### src/hw/rtl/rzm_pkg.sv
// Shared types and constants for the rotate-and-zoom texture mapper.
`timescale 1ns / 1ps

package rzm_pkg;

  // Fraction bits of the rotated coordinate: Q3.16 times half-pixel units.
  localparam int unsigned FracBits = 17;
  localparam int unsigned ScreenW  = 12;
  localparam int unsigned CenterW  = 13;
  localparam int unsigned CoefW    = 20;
  localparam int unsigned DeltaW   = 14;
  localparam int unsigned ProdW    = DeltaW + CoefW;
  localparam int unsigned AccW     = ProdW + 2;
  localparam int unsigned TexAddrW = 16;
  localparam int unsigned TexelW   = 32;
  localparam int unsigned OutCoordW = 8;

  // Register indexes on the configuration port.
  localparam logic [1:0] RegCenterX = 2'd0;
  localparam logic [1:0] RegCenterY = 2'd1;
  localparam logic [1:0] RegCos     = 2'd2;
  localparam logic [1:0] RegSin     = 2'd3;

  typedef enum logic {
    OpWrite  = 1'b0,
    OpRender = 1'b1
  } op_e;

  // Fields of an item that travel unchanged down the coordinate pipeline.
  typedef struct packed {
    op_e                 op;
    logic [TexAddrW-1:0] addr;
    logic [TexelW-1:0]   value;
  } tex_cmd_t;

  typedef struct packed {
    logic [CenterW-1:0]      center_x;
    logic [CenterW-1:0]      center_y;
    logic signed [CoefW-1:0] cos_z;
    logic signed [CoefW-1:0] sin_z;
  } cfg_t;

  typedef struct packed {
    logic we;
    logic re;
  } mem_ctrl_t;

endpackage

### src/hw/rtl/rzm_cfg.sv
// APB configuration registers: screen center and rotation coefficients.
`timescale 1ns / 1ps

module rzm_cfg import rzm_pkg::*; (
  input  logic        clk_i,
  input  logic        rst_ni,
  input  logic        psel,
  input  logic        penable,
  input  logic        pwrite,
  input  logic [3:0]  paddr,
  input  logic [31:0] pwdata,
  output logic [31:0] prdata,
  output logic        pready,
  output cfg_t        cfg_o
);

  cfg_t cfg_q, cfg_d;
  logic wr_en;

  assign pready = 1'b1;
  assign wr_en  = psel & penable & pwrite;

  always_comb begin
    cfg_d = cfg_q;
    if (wr_en) begin
      case (paddr[3:2])
        RegCenterX: cfg_d.center_x = pwdata[CenterW-1:0];
        RegCenterY: cfg_d.center_y = pwdata[CenterW-1:0];
        RegCos:     cfg_d.cos_z    = pwdata[CoefW-1:0];
        RegSin:     cfg_d.sin_z    = pwdata[CoefW-1:0];
        default:    cfg_d = cfg_q;
      endcase
    end
  end

  always_ff @(posedge clk_i or negedge rst_ni) begin
    if (!rst_ni) begin
      cfg_q.center_x <= CenterW'(800);
      cfg_q.center_y <= CenterW'(600);
      cfg_q.cos_z    <= CoefW'(65536);
      cfg_q.sin_z    <= '0;
    end else begin
      cfg_q <= cfg_d;
    end
  end

  always_comb begin
    case (paddr[3:2])
      RegCenterX: prdata = 32'(cfg_q.center_x);
      RegCenterY: prdata = 32'(cfg_q.center_y);
      RegCos:     prdata = 32'(cfg_q.cos_z);
      RegSin:     prdata = 32'(cfg_q.sin_z);
      default:    prdata = '0;
    endcase
  end

  assign cfg_o = cfg_q;

endmodule

### config.mk
export PLATFORM = sky130hd
export DESIGN_NAME = rzm_cfg
export DESIGN_NICKNAME = d
export VERILOG_FILES = /design/src/hw/rtl/rzm_pkg.sv /design/src/hw/rtl/rzm_cfg.sv
export SDC_FILE = /design/constraint.sdc
export NUM_CORES = 1
export LEC_CHECK = 0
export BUFFER_PORTS_ARGS = -buffer_cell sky130_fd_sc_hd__buf_2
export CORE_ASPECT_RATIO = 1.25
export CORE_MARGIN = 8
export CORE_UTILIZATION = 42
export CTS_CLUSTER_DIAMETER = 50
export DETAILED_ROUTE_END_ITERATION = 10
export PLACE_DENSITY = 0.87
export SYNTH_ARGS = -nofsm -noshare
export SYNTH_HDL_FRONTEND = slang
export SYNTH_SLANG_ARGS = --single-unit
### constraint.sdc
create_clock -name clk_i -period 1.1 [get_ports clk_i]
set_input_delay 0 -clock clk_i [delete_from_list [all_inputs] [get_ports clk_i]]
set_output_delay 0 -clock clk_i [all_outputs]
set_load 0.03 [all_outputs]
==> key figures <==
Run status
  • Outcome: complete, but fails checks
  • Failing checks: setup timing

STA
  • Worst Slack Setup Final: -269.1 ps
  • Clock skew: 0 ps
  • Fin crit period: 1369 ps
  • # setup viols final: 34
  • Setup_tns: -5581 ps
  • Hold slack final: 223.5 ps
  • Fin. max-slew vios: 0
  • RSZ-0062 raised after global routing: true
  • Fmax: 730.4 MHz
  • Period utilization: 124.5%
  • Hold Violations, Final: 0

Synth
  • Dominant synthesized flop cell: dfrtp_1
  • Post-synth EDFFs: 0
  • Cell variety after synth: 20
  • Yosys warnings: 0
  • Cell Area, Synth: 3055 µm²
  • Library cell with the largest summed area after synthesis: dfrtp_1
  • Sequential fraction of the synthesis area: 54.38%
  • #FFs+latches synth: 66
  • Top-area cell type share of the netlist area: 47.50%
  • Commonest cells in the netlist: dfrtp_1 (58), mux2_2 (56), buf_4 (15), mux4_2 (13), mux2_4 (10)
  • Mapped Cells: 192
  • Count leader, synth: dfrtp_1
  • Leading post-synthesis cells by cell area: dfrtp_1 (48%), mux2_2 (21%), mux4_2 (9.6%), dfstp_2 (6.9%), mux2_4 (4.9%)
  • Async set or reset register ratio after synthesis: 100.0%
  • Syn nets: 233
  • Average size of a mapped cell: approximately 16 µm²

Place
  • Post-DP HPWL: 5682 µm
  • Dpl ws: -145.6 ps
  • IO Port Bufs: 124
  • Gpl congestion: 0.7528

Route
  • Vias/cell: 4.961
  • Routed WL: 9069 µm
  • Detailed Routing Iterations Pass 1: 6
  • Residual DRC: 0
  • ANT nets after route: 0
  • DR iter-0 viols: 60
  • Routed len/inst: around 19 µm
  • Vias: 2,406

Clock network
  • CTS tree: built
  • Clock tree sinks: 66
  • Worst-path clk slew: 70 ps
  • CTS H-tree depth: 3
  • Num CTS Buffers: 9
  • Worst skew pair latency: 330 ps
  • Max Root-Sink Buffers: 2
  • Clock tree root driver cell: clkbuf_8

Global routing
  • Vias in the first global route: 2,785
  • Met2 usage: 30.93%
  • GRT Total Usage: 17.50%
  • Initial antenna violation count: 0
  • Remaining global-route overflow: 0
  • M1 GR Usage: 19.13%
  • GR Util met3: 5.855%
  • GRT Max-Usage Layer: met2
  • Wire length of the first global-routing pass: 14,390 µm
  • Largest net degree at the start of global routing: 67

Floorplanning
  • Chip height: 111.4 µm
  • Row count: 35
  • Die W: 92.29 µm
  • Core footprint: roughly 7200 µm²
  • I/O Pins: 140
  • Die Area: 10,280 µm²
  • Initial Utilization: 42.29%

Power
  • P per Cell Area: 2106 nW/µm²
  • Switching share of total power: ~40%
  • Sequential share of power: 33.7%
  • Sw power: 3.995 mW
  • VDD IR-drop max: 1.184 mV
  • Combinational power share: between 40 and 50%
  • Clock share of power: approximately 18%
  • LEAKAGE: about 2.4 nW
  • Cell-internal power: 6.115 mW

Setup path
  • CP startpoint kind: flip-flop
  • Crit-path leading delay family: multiplexers
  • Worst EP required: 1100 ps
  • Slowest CP cell: mux4_2
  • Largest stage delay, worst path: 490 ps
  • Critical Path Start: cfg_o[6]
  • Crit path kind: reg -> out
  • Worst flop-to-flop path startpoint: cfg_o[10]
  • Crit path cell chain: mux4_2 -> buf_6
  • R2R Setup Slk: 80 ps
  • Worst reg2reg path depth: 3
  • R2R Path End: cfg_o[10]
  • Crit path capture type: primary output
  • CP max FO: 3
  • Critical path arrival: approximately 1400 ps
  • CP bufs+invs: 1

Layout
  • Synthesis-to-finish area growth: 57.13%
  • Fill cells: 529
  • FF+latch area: 1664 µm²
  • Final core utilization: 66.44%
  • Nets: 429
  • Max reg flops: 66
  • Antenna cell count: 0
  • Area of the multi-input gates: 1267 µm²
  • Layout cells sized above 1: 76.34%

Flow run
  • Max-cap violations: 0

Min path
  • Hold/Removal Path Class: in -> async
## cells by family after synthesis
| group | count (synthesis) | share of synthesized area, % |
|---|---|---|
| mux | 86 | 37.43 |
| simple gates | 13 | 2.498 |
| other cells | 1 | 0.1227 |
| flops | 66 | 54.38 |
| buf+inv | 26 | 5.569 |
## worst register-to-register path, delay by kind of cell, from the launching register on
| family | cells | cell delay, ps |
|---|---|---|
| flops | 1 | 390 |
| buf+inv | 2 | 270 |
| mux | 1 | 260 |
## final cells by class
| cell class | instances | area share [%] |
|---|---|---|
| tap | 92 | 2.398 |
| multi-input combinational | 101 | 26.40 |
| sequential | 66 | 34.66 |
| clock buffer | 11 | 2.945 |
| inverter | 1 | 0.07819 |
| timing repair buffer | 209 | 32.86 |
| clock inverter | 5 | 0.6516 |
## power groups by stage
stage                     clock network (mW)  logic [mW]  registers, mW
after global placement                     0        3.76           3.46
after detailed placement                   0        3.82           3.51
after global routing                    1.95        5.15           3.47
after CTS                               1.85        4.72           3.40
after floorplan                            0        1.53           4.60
final                                   1.79        4.90           3.41
## layer usage
layer	wire length [µm]	up-vias	share of wire, %
met1	3420	1219	38
met3	743	12	8.2
met5	0	-	0
li1	-	1078	-
met2	4775	97	53
met4	130	0	1.4
## cell usage in the layout, fill, tap and decap left out, types with 3 or more instances in the layout
cell	instances
clkinv_2	3
dfrtp_1	56
buf_12	4
buf_2	84
dlygate4sd3_1	21
clkbuf_8	10
nor2b_1	5
mux2_4	10
mux2_2	56
buf_4	68
mux2i_1	6
buf_6	31
dfstp_2	8
mux4_2	13
## worst max path at each step
stage           endpoint  cells after the start
3_5_place_dp   cfg_o[32]                      6
3_3_place_gp   cfg_o[34]                      6
2_1_floorplan  cfg_o[42]                      6
5_1_grt        prdata[6]                      2
4_1_cts        prdata[6]                      2
6_report       prdata[6]                      2
## repair_timing
action	4_1_cts	5_1_grt
cloned	1	0
setup endpoints to repair	34	37
buffers inserted	32	11
hold endpoints to repair	132	0
gates resized for setup	65	12
hold buffers	21	0
## stage by stage
| stage | cell area [µm²] | std cells | total power, mW |
|---|---|---|---|
| CTS | 4695 | 474 | 9.971 |
| detailed placement | 3856 | 404 | 7.329 |
| floorplan | 3098 | 192 | 6.135 |
| finish | 4801 | 485 | 10.11 |
| global placement | 3856 | 404 | 7.220 |
| global route | 4801 | 485 | 10.57 |
(Power assumes the default switching activity.)
