## config.mk

```make
export PLATFORM = sky130hd
export DESIGN_NAME = rzm_coord
export DESIGN_NICKNAME = d
export VERILOG_FILES = /design/src/hw/rtl/rzm_pkg.sv /design/src/hw/rtl/rzm_coord.sv
export SDC_FILE = /design/constraint.sdc
export NUM_CORES = 2
export LEC_CHECK = 0
export BUFFER_PORTS_ARGS = -buffer_cell sky130_fd_sc_hd__buf_2
export CAP_MARGIN = 20
export CELL_PAD_IN_SITES_DETAIL_PLACEMENT = 1
export CELL_PAD_IN_SITES_GLOBAL_PLACEMENT = 1
export CORE_MARGIN = 3
export CORE_UTILIZATION = 55
export CTS_CLUSTER_DIAMETER = 120
export CTS_CLUSTER_SIZE = 40
export DETAILED_ROUTE_END_ITERATION = 16
export GPL_TIMING_DRIVEN = 0
export PLACE_DENSITY = 0.92
export SETUP_SLACK_MARGIN = 0.4
export SLEW_MARGIN = 10
export SYNTH_ARGS = -nofsm -noshare
export SYNTH_HDL_FRONTEND = slang
export SYNTH_SLANG_ARGS = --single-unit
```

## constraint.sdc

```tcl
create_clock -name clk_i -period 15.3 [get_ports clk_i]
set_input_delay 1.53 -clock clk_i [delete_from_list [all_inputs] [get_ports clk_i]]
set_output_delay 1.53 -clock clk_i [all_outputs]
set_load 0.05 [all_outputs]
```

## src/hw/rtl/rzm_pkg.sv

```systemverilog
// Shared types and constants for the rotate-and-zoom texture mapper.
`timescale 1ns / 1ps

package rzm_pkg;

  // Fraction bits of the rotated coordinate: Q3.16 times half-pixel units.
  localparam int unsigned FracBits = 17;
  localparam int unsigned ScreenW  = 12;
  localparam int unsigned CenterW  = 13;
  localparam int unsigned CoefW    = 20;
  localparam int unsigned DeltaW   = 14;
  localparam int unsigned ProdW    = DeltaW + CoefW;
  localparam int unsigned AccW     = ProdW + 2;
  localparam int unsigned TexAddrW = 16;
  localparam int unsigned TexelW   = 32;
  localparam int unsigned OutCoordW = 8;

  // Register indexes on the configuration port.
  localparam logic [1:0] RegCenterX = 2'd0;
  localparam logic [1:0] RegCenterY = 2'd1;
  localparam logic [1:0] RegCos     = 2'd2;
  localparam logic [1:0] RegSin     = 2'd3;

  typedef enum logic {
    OpWrite  = 1'b0,
    OpRender = 1'b1
  } op_e;

  // Fields of an item that travel unchanged down the coordinate pipeline.
  typedef struct packed {
    op_e                 op;
    logic [TexAddrW-1:0] addr;
    logic [TexelW-1:0]   value;
  } tex_cmd_t;

  typedef struct packed {
    logic [CenterW-1:0]      center_x;
    logic [CenterW-1:0]      center_y;
    logic signed [CoefW-1:0] cos_z;
    logic signed [CoefW-1:0] sin_z;
  } cfg_t;

  typedef struct packed {
    logic we;
    logic re;
  } mem_ctrl_t;

endpackage

```

## src/hw/rtl/rzm_coord.sv

```systemverilog
// Three-stage pipeline from screen pixel to wrapped texture column and row.
`timescale 1ns / 1ps

module rzm_coord import rzm_pkg::*; #(
  parameter int unsigned TEX_SIZE_LOG2 = 8,
  parameter int unsigned COORD_BITS    = 12
) (
  input  logic                     clk_i,
  input  logic                     rst_ni,
  input  logic                     in_valid_i,
  output logic                     in_ready_o,
  input  tex_cmd_t                 in_cmd_i,
  input  logic [ScreenW-1:0]       screen_x_i,
  input  logic [ScreenW-1:0]       screen_y_i,
  input  cfg_t                     cfg_i,
  output logic                     out_valid_o,
  input  logic                     out_ready_i,
  output tex_cmd_t                 out_cmd_o,
  output logic [TEX_SIZE_LOG2-1:0] col_o,
  output logic [TEX_SIZE_LOG2-1:0] row_o
);

  localparam int unsigned UseBits = (COORD_BITS < ScreenW) ? COORD_BITS : ScreenW;
  localparam logic [ScreenW-1:0] CoordMask = ScreenW'((1 << UseBits) - 1);
  localparam logic signed [AccW-1:0] Half =
    AccW'(1) <<< (TEX_SIZE_LOG2 + FracBits - 1);

  logic v1_q, v2_q, v3_q;
  logic r1, r2, r3;
  tex_cmd_t cmd1_q, cmd2_q, cmd3_q;

  logic [ScreenW-1:0] sx, sy;
  logic signed [DeltaW-1:0] dx_d, dy_d, dx_q, dy_q;
  logic signed [CoefW-1:0] cos_z, sin_z;
  logic signed [ProdW-1:0] uc_d, vs_d, us_d, vc_d;
  logic signed [ProdW-1:0] uc_q, vs_q, us_q, vc_q;
  logic signed [AccW-1:0] u_acc, v_acc;
  logic [TEX_SIZE_LOG2-1:0] col_d, row_d, col_q, row_q;

  // A stage takes a new item when it is empty or its item moves on.
  assign r3 = !v3_q || out_ready_i;
  assign r2 = !v2_q || r3;
  assign r1 = !v1_q || r2;
  assign in_ready_o = r1;

  assign cos_z = cfg_i.cos_z;
  assign sin_z = cfg_i.sin_z;

  // Offsets from the center in half pixels.
  assign sx   = screen_x_i & CoordMask;
  assign sy   = screen_y_i & CoordMask;
  assign dx_d = DeltaW'({1'b0, sx, 1'b0}) - DeltaW'({1'b0, cfg_i.center_x});
  assign dy_d = DeltaW'({1'b0, sy, 1'b0}) - DeltaW'({1'b0, cfg_i.center_y});

  assign uc_d = dx_q * cos_z;
  assign vs_d = dy_q * sin_z;
  assign us_d = dx_q * sin_z;
  assign vc_d = dy_q * cos_z;

  assign u_acc = AccW'(uc_q) - AccW'(vs_q) + Half;
  assign v_acc = AccW'(us_q) + AccW'(vc_q) + Half;

  // Truncation toward zero: a negative value with a fraction rounds up by one.
  assign col_d = u_acc[FracBits +: TEX_SIZE_LOG2]
               + TEX_SIZE_LOG2'(u_acc[AccW-1] && (u_acc[FracBits-1:0] != '0));
  assign row_d = v_acc[FracBits +: TEX_SIZE_LOG2]
               + TEX_SIZE_LOG2'(v_acc[AccW-1] && (v_acc[FracBits-1:0] != '0));

  always_ff @(posedge clk_i or negedge rst_ni) begin
    if (!rst_ni) begin
      v1_q <= 1'b0;
      v2_q <= 1'b0;
      v3_q <= 1'b0;
    end else begin
      if (r1) v1_q <= in_valid_i;
      if (r2) v2_q <= v1_q;
      if (r3) v3_q <= v2_q;
    end
  end

  always_ff @(posedge clk_i) begin
    if (r1) begin
      cmd1_q <= in_cmd_i;
      dx_q   <= dx_d;
      dy_q   <= dy_d;
    end
    if (r2) begin
      cmd2_q <= cmd1_q;
      uc_q   <= uc_d;
      vs_q   <= vs_d;
      us_q   <= us_d;
      vc_q   <= vc_d;
    end
    if (r3) begin
      cmd3_q <= cmd2_q;
      col_q  <= col_d;
      row_q  <= row_d;
    end
  end

  assign out_valid_o = v3_q;
  assign out_cmd_o   = cmd3_q;
  assign col_o       = col_q;
  assign row_o       = row_q;

endmodule

```

==> impl_metrics.env <==
export IMPL_run_status="completed"
export IMPL_post_cts_resized=0
export IMPL_clock_tree_buffer_depth=3
export IMPL_layout_filler_cells=11159
export IMPL_skew_ps=56.70
export IMPL_drv_slew=0
export IMPL_synth_top_cells_by_area="sky130_fd_sc_hd__fa_1 38%, sky130_fd_sc_hd__edfxtp_1 18%, sky130_fd_sc_hd__ha_1 11%"
export IMPL_multi_input_comb_area_um2=40250
export IMPL_hold_violations=0
export IMPL_horizontal_extent_of_the_die_um=324.5
export IMPL_synthCells=5598
export IMPL_synth_warning_count=0
export IMPL_cts_reportedPaths_clkPinSlew_ps=90
export IMPL_numClockSinks=330
export IMPL_synthMostInstantiatedCell="sky130_fd_sc_hd__inv_1"
export IMPL_dr_pass1_iters=6
export IMPL_postSynth_asyncResetShare_pct=0.9091
export IMPL_wire_per_inst_um=27.80
export IMPL_place_congestion=0.9955
export IMPL_wl_mm=200.7
export IMPL_synthDistinctLibCells=79
export IMPL_final_nets=7517
export IMPL_die_area_um2=105300
export IMPL_synth_edf_count=327
export IMPL_synth_largest_area_cell="sky130_fd_sc_hd__fa_1"
export IMPL_ant_nets_after_route=0
export IMPL_tns_ps=0
export IMPL_cts_buffers_inserted=18
export IMPL_slew_headroom_pct=14.78
export IMPL_initial_utilization_pct=55.64
export IMPL_num_vias=43046
export IMPL_timing_final_setup_violations=0
export IMPL_grt_first_pass_wirelength_mm=300.4
export IMPL_postSynthRegisterBits=330
export IMPL_grt_setup_unrepaired="false"
export IMPL_clock_tree_root_driver_cell="sky130_fd_sc_hd__clkbuf_16"
export IMPL_critical_path_arrival_ps=9690
export IMPL_vertical_extent_of_the_die_um=324.5
export IMPL_worst_slew_pin_slew_ps=1278
export IMPL_worst_path_max_fanout=10
export IMPL_cts_tree="done"
export IMPL_cts_hold_repair_buffers=0
export IMPL_post_cts_repair_setup_buffers=0
export IMPL_syn_cell_area_um2=55800
export IMPL_fp_coreArea_um2=100300
export IMPL_worstSkewPairLatency_ps=640
export IMPL_synth_top_cell_area_share_pct=38.46
export IMPL_max_freq_ghz=0.1071
export IMPL_hp_class="flop to flop"
export IMPL_post_drt_via_cell_ratio=5.963
export IMPL_kind_of_launch_point_of_the_worst_setup_path="input port"
export IMPL_antenna_found_initial=30
export IMPL_via_count_of_the_first_global_routing_pass=49548
export IMPL_synth_seq_area_share_pct=17.73
export IMPL_worst_ep_required_time_ps=15650
export IMPL_grt_overflow=0
export IMPL_detail_route_iter0_violations=3607
export IMPL_setup_worst_path_class="input port to flop"
export IMPL_syn_to_final_growth_pct=6.740
export IMPL_final_layout_size_suffix_gt1_share_pct=4.372
export IMPL_drv_cap=0
export IMPL_final_min_clock_period_ps=9339
export IMPL_grt_max_degree=49
export IMPL_port_buffers=171
export IMPL_crit_path_end_kind="flop"
export IMPL_place_hpwl_mm=165.5
export IMPL_ys_top_cells_by_count="1274 x sky130_fd_sc_hd__inv_1, 1072 x sky130_fd_sc_hd__fa_1, 604 x sky130_fd_sc_hd__and2_1, 542 x sky130_fd_sc_hd__nand2_1, 480 x sky130_fd_sc_hd__ha_1"
export IMPL_post_route_period_util_pct=61.04
export IMPL_synthesis_area_per_instance_um2=9.968
export IMPL_cts_max_level=1
export IMPL_synth_main_ff_cell="sky130_fd_sc_hd__edfxtp_1"
export IMPL_sequential_cell_area_um2=9894
export IMPL_design_portCount=210
export IMPL_drcViolationCount=0
export IMPL_grt_util_all_layers_pct=38.40
export IMPL_fp_row_count=116
export IMPL_mappedNetlistNets=7293
-- worst max-delay path: stages --
cell,delay [ps]
sky130_fd_sc_hd__clkbuf_1,800
sky130_fd_sc_hd__clkbuf_1,810
sky130_fd_sc_hd__nand2_1,170
sky130_fd_sc_hd__fa_1,540
sky130_fd_sc_hd__fa_1,570
sky130_fd_sc_hd__inv_1,80
sky130_fd_sc_hd__fa_1,580
sky130_fd_sc_hd__fa_1,440
sky130_fd_sc_hd__fa_1,510
sky130_fd_sc_hd__inv_1,50
sky130_fd_sc_hd__fa_1,500
sky130_fd_sc_hd__inv_1,70
sky130_fd_sc_hd__ha_1,410
sky130_fd_sc_hd__nand2_1,140
sky130_fd_sc_hd__a21oi_1,140
sky130_fd_sc_hd__a21oi_1,100
sky130_fd_sc_hd__a211oi_1,830
sky130_fd_sc_hd__o311a_1,360
sky130_fd_sc_hd__a21oi_1,170
sky130_fd_sc_hd__o31ai_1,280
sky130_fd_sc_hd__a21oi_1,120
sky130_fd_sc_hd__xnor2_1,450
-- flip-flops by register name (all words and copies together), names as in the netlist --
name / flops
out_valid_o: 1
out_cmd_o: 49
vs_q: 34
dy_q: 14
dx_q: 14
uc_q: 34
cmd1_q: 49
v1_q: 1
cmd2_q: 49
row_o: 8
us_q: 34
col_o: 8
vc_q: 34
v2_q: 1
-- cells in the final DEF (no fill, tap or decap), drive strengths merged, types with 24 or more instances in the layout --
master and count:
inv 1279, fa 1072, and2 604, nand2 542, ha 480, edfxtp 327, clkbuf 250, buf 205
nor2 162, xnor2 143, a21oi 140, o21ai 95, a21o 70, xor2 56, nand2b 46, nor3 31
diode 30, o21a 26, nor2b 26, o21bai 24
-- per-stage QoR --
stage               util, %  hold WS [ps]  instances  worst slack, ps  area (um2)
finish                59.39         431.3       7219             5961       59560
global route          59.34         432.7       7199             5968       59510
CTS                   59.22         432.2       7182             6372       59390
detailed placement    58.56         405.1       7152             5770       58730
global placement      58.18         400.4       7126             4867       58350
floorplan                 -         400.3       5598             7730       55800
-- routing by layer --
layer  track usage [%]  wire [um]
met5            0.3170         85
met4             27.14      18040
met3             9.727      19550
met2             63.60      95260
met1             43.53      67780
-- logic make-up (layout without fill, tap and decap cells) --
kind of cell	Yosys count	after routing	share of synthesized area, %
adders and majority gates	1552	1552	49.22
and+or+nand+nor	1512	1512	13.76
buffers and inverters	1507	1741	10.14
AOI/OAI and AO/OA	495	495	5.971
DFF	330	330	17.73
xor gates and xnor gates	199	199	3.124
muxes	3	3	0.05382
other	0	30	0
-- area by class of cell --
type | instances | area share, %
antenna | 30 | 0.1260
buffer | 233 | 1.468
timing repair buffer | 204 | 2.223
multi-input combinational | 3761 | 67.59
tap | 1357 | 2.851
clock inverter | 12 | 0.3466
inverter | 1274 | 8.029
sequential | 330 | 16.61
clock buffer | 18 | 0.7563
-- worst paths after layout --
kind	from	to	slack [ps]	cells after the start
max	cfg_i[30]	uc_q[32]	5960	22
min	cmd2_q[5]	out_cmd_o[5]	430	0
max reg2reg	dx_q[13]	us_q[33]	6670	21
min reg2reg	cmd2_q[5]	out_cmd_o[5]	430	0
max in group asynchronous	rst_ni	out_valid_o	14470	1
min in group asynchronous	rst_ni	v1_q	720	1
Power is left out: the tool's default activity adds up to more than one toggle a clock period on the data nets, which glitch-free logic cannot reach.
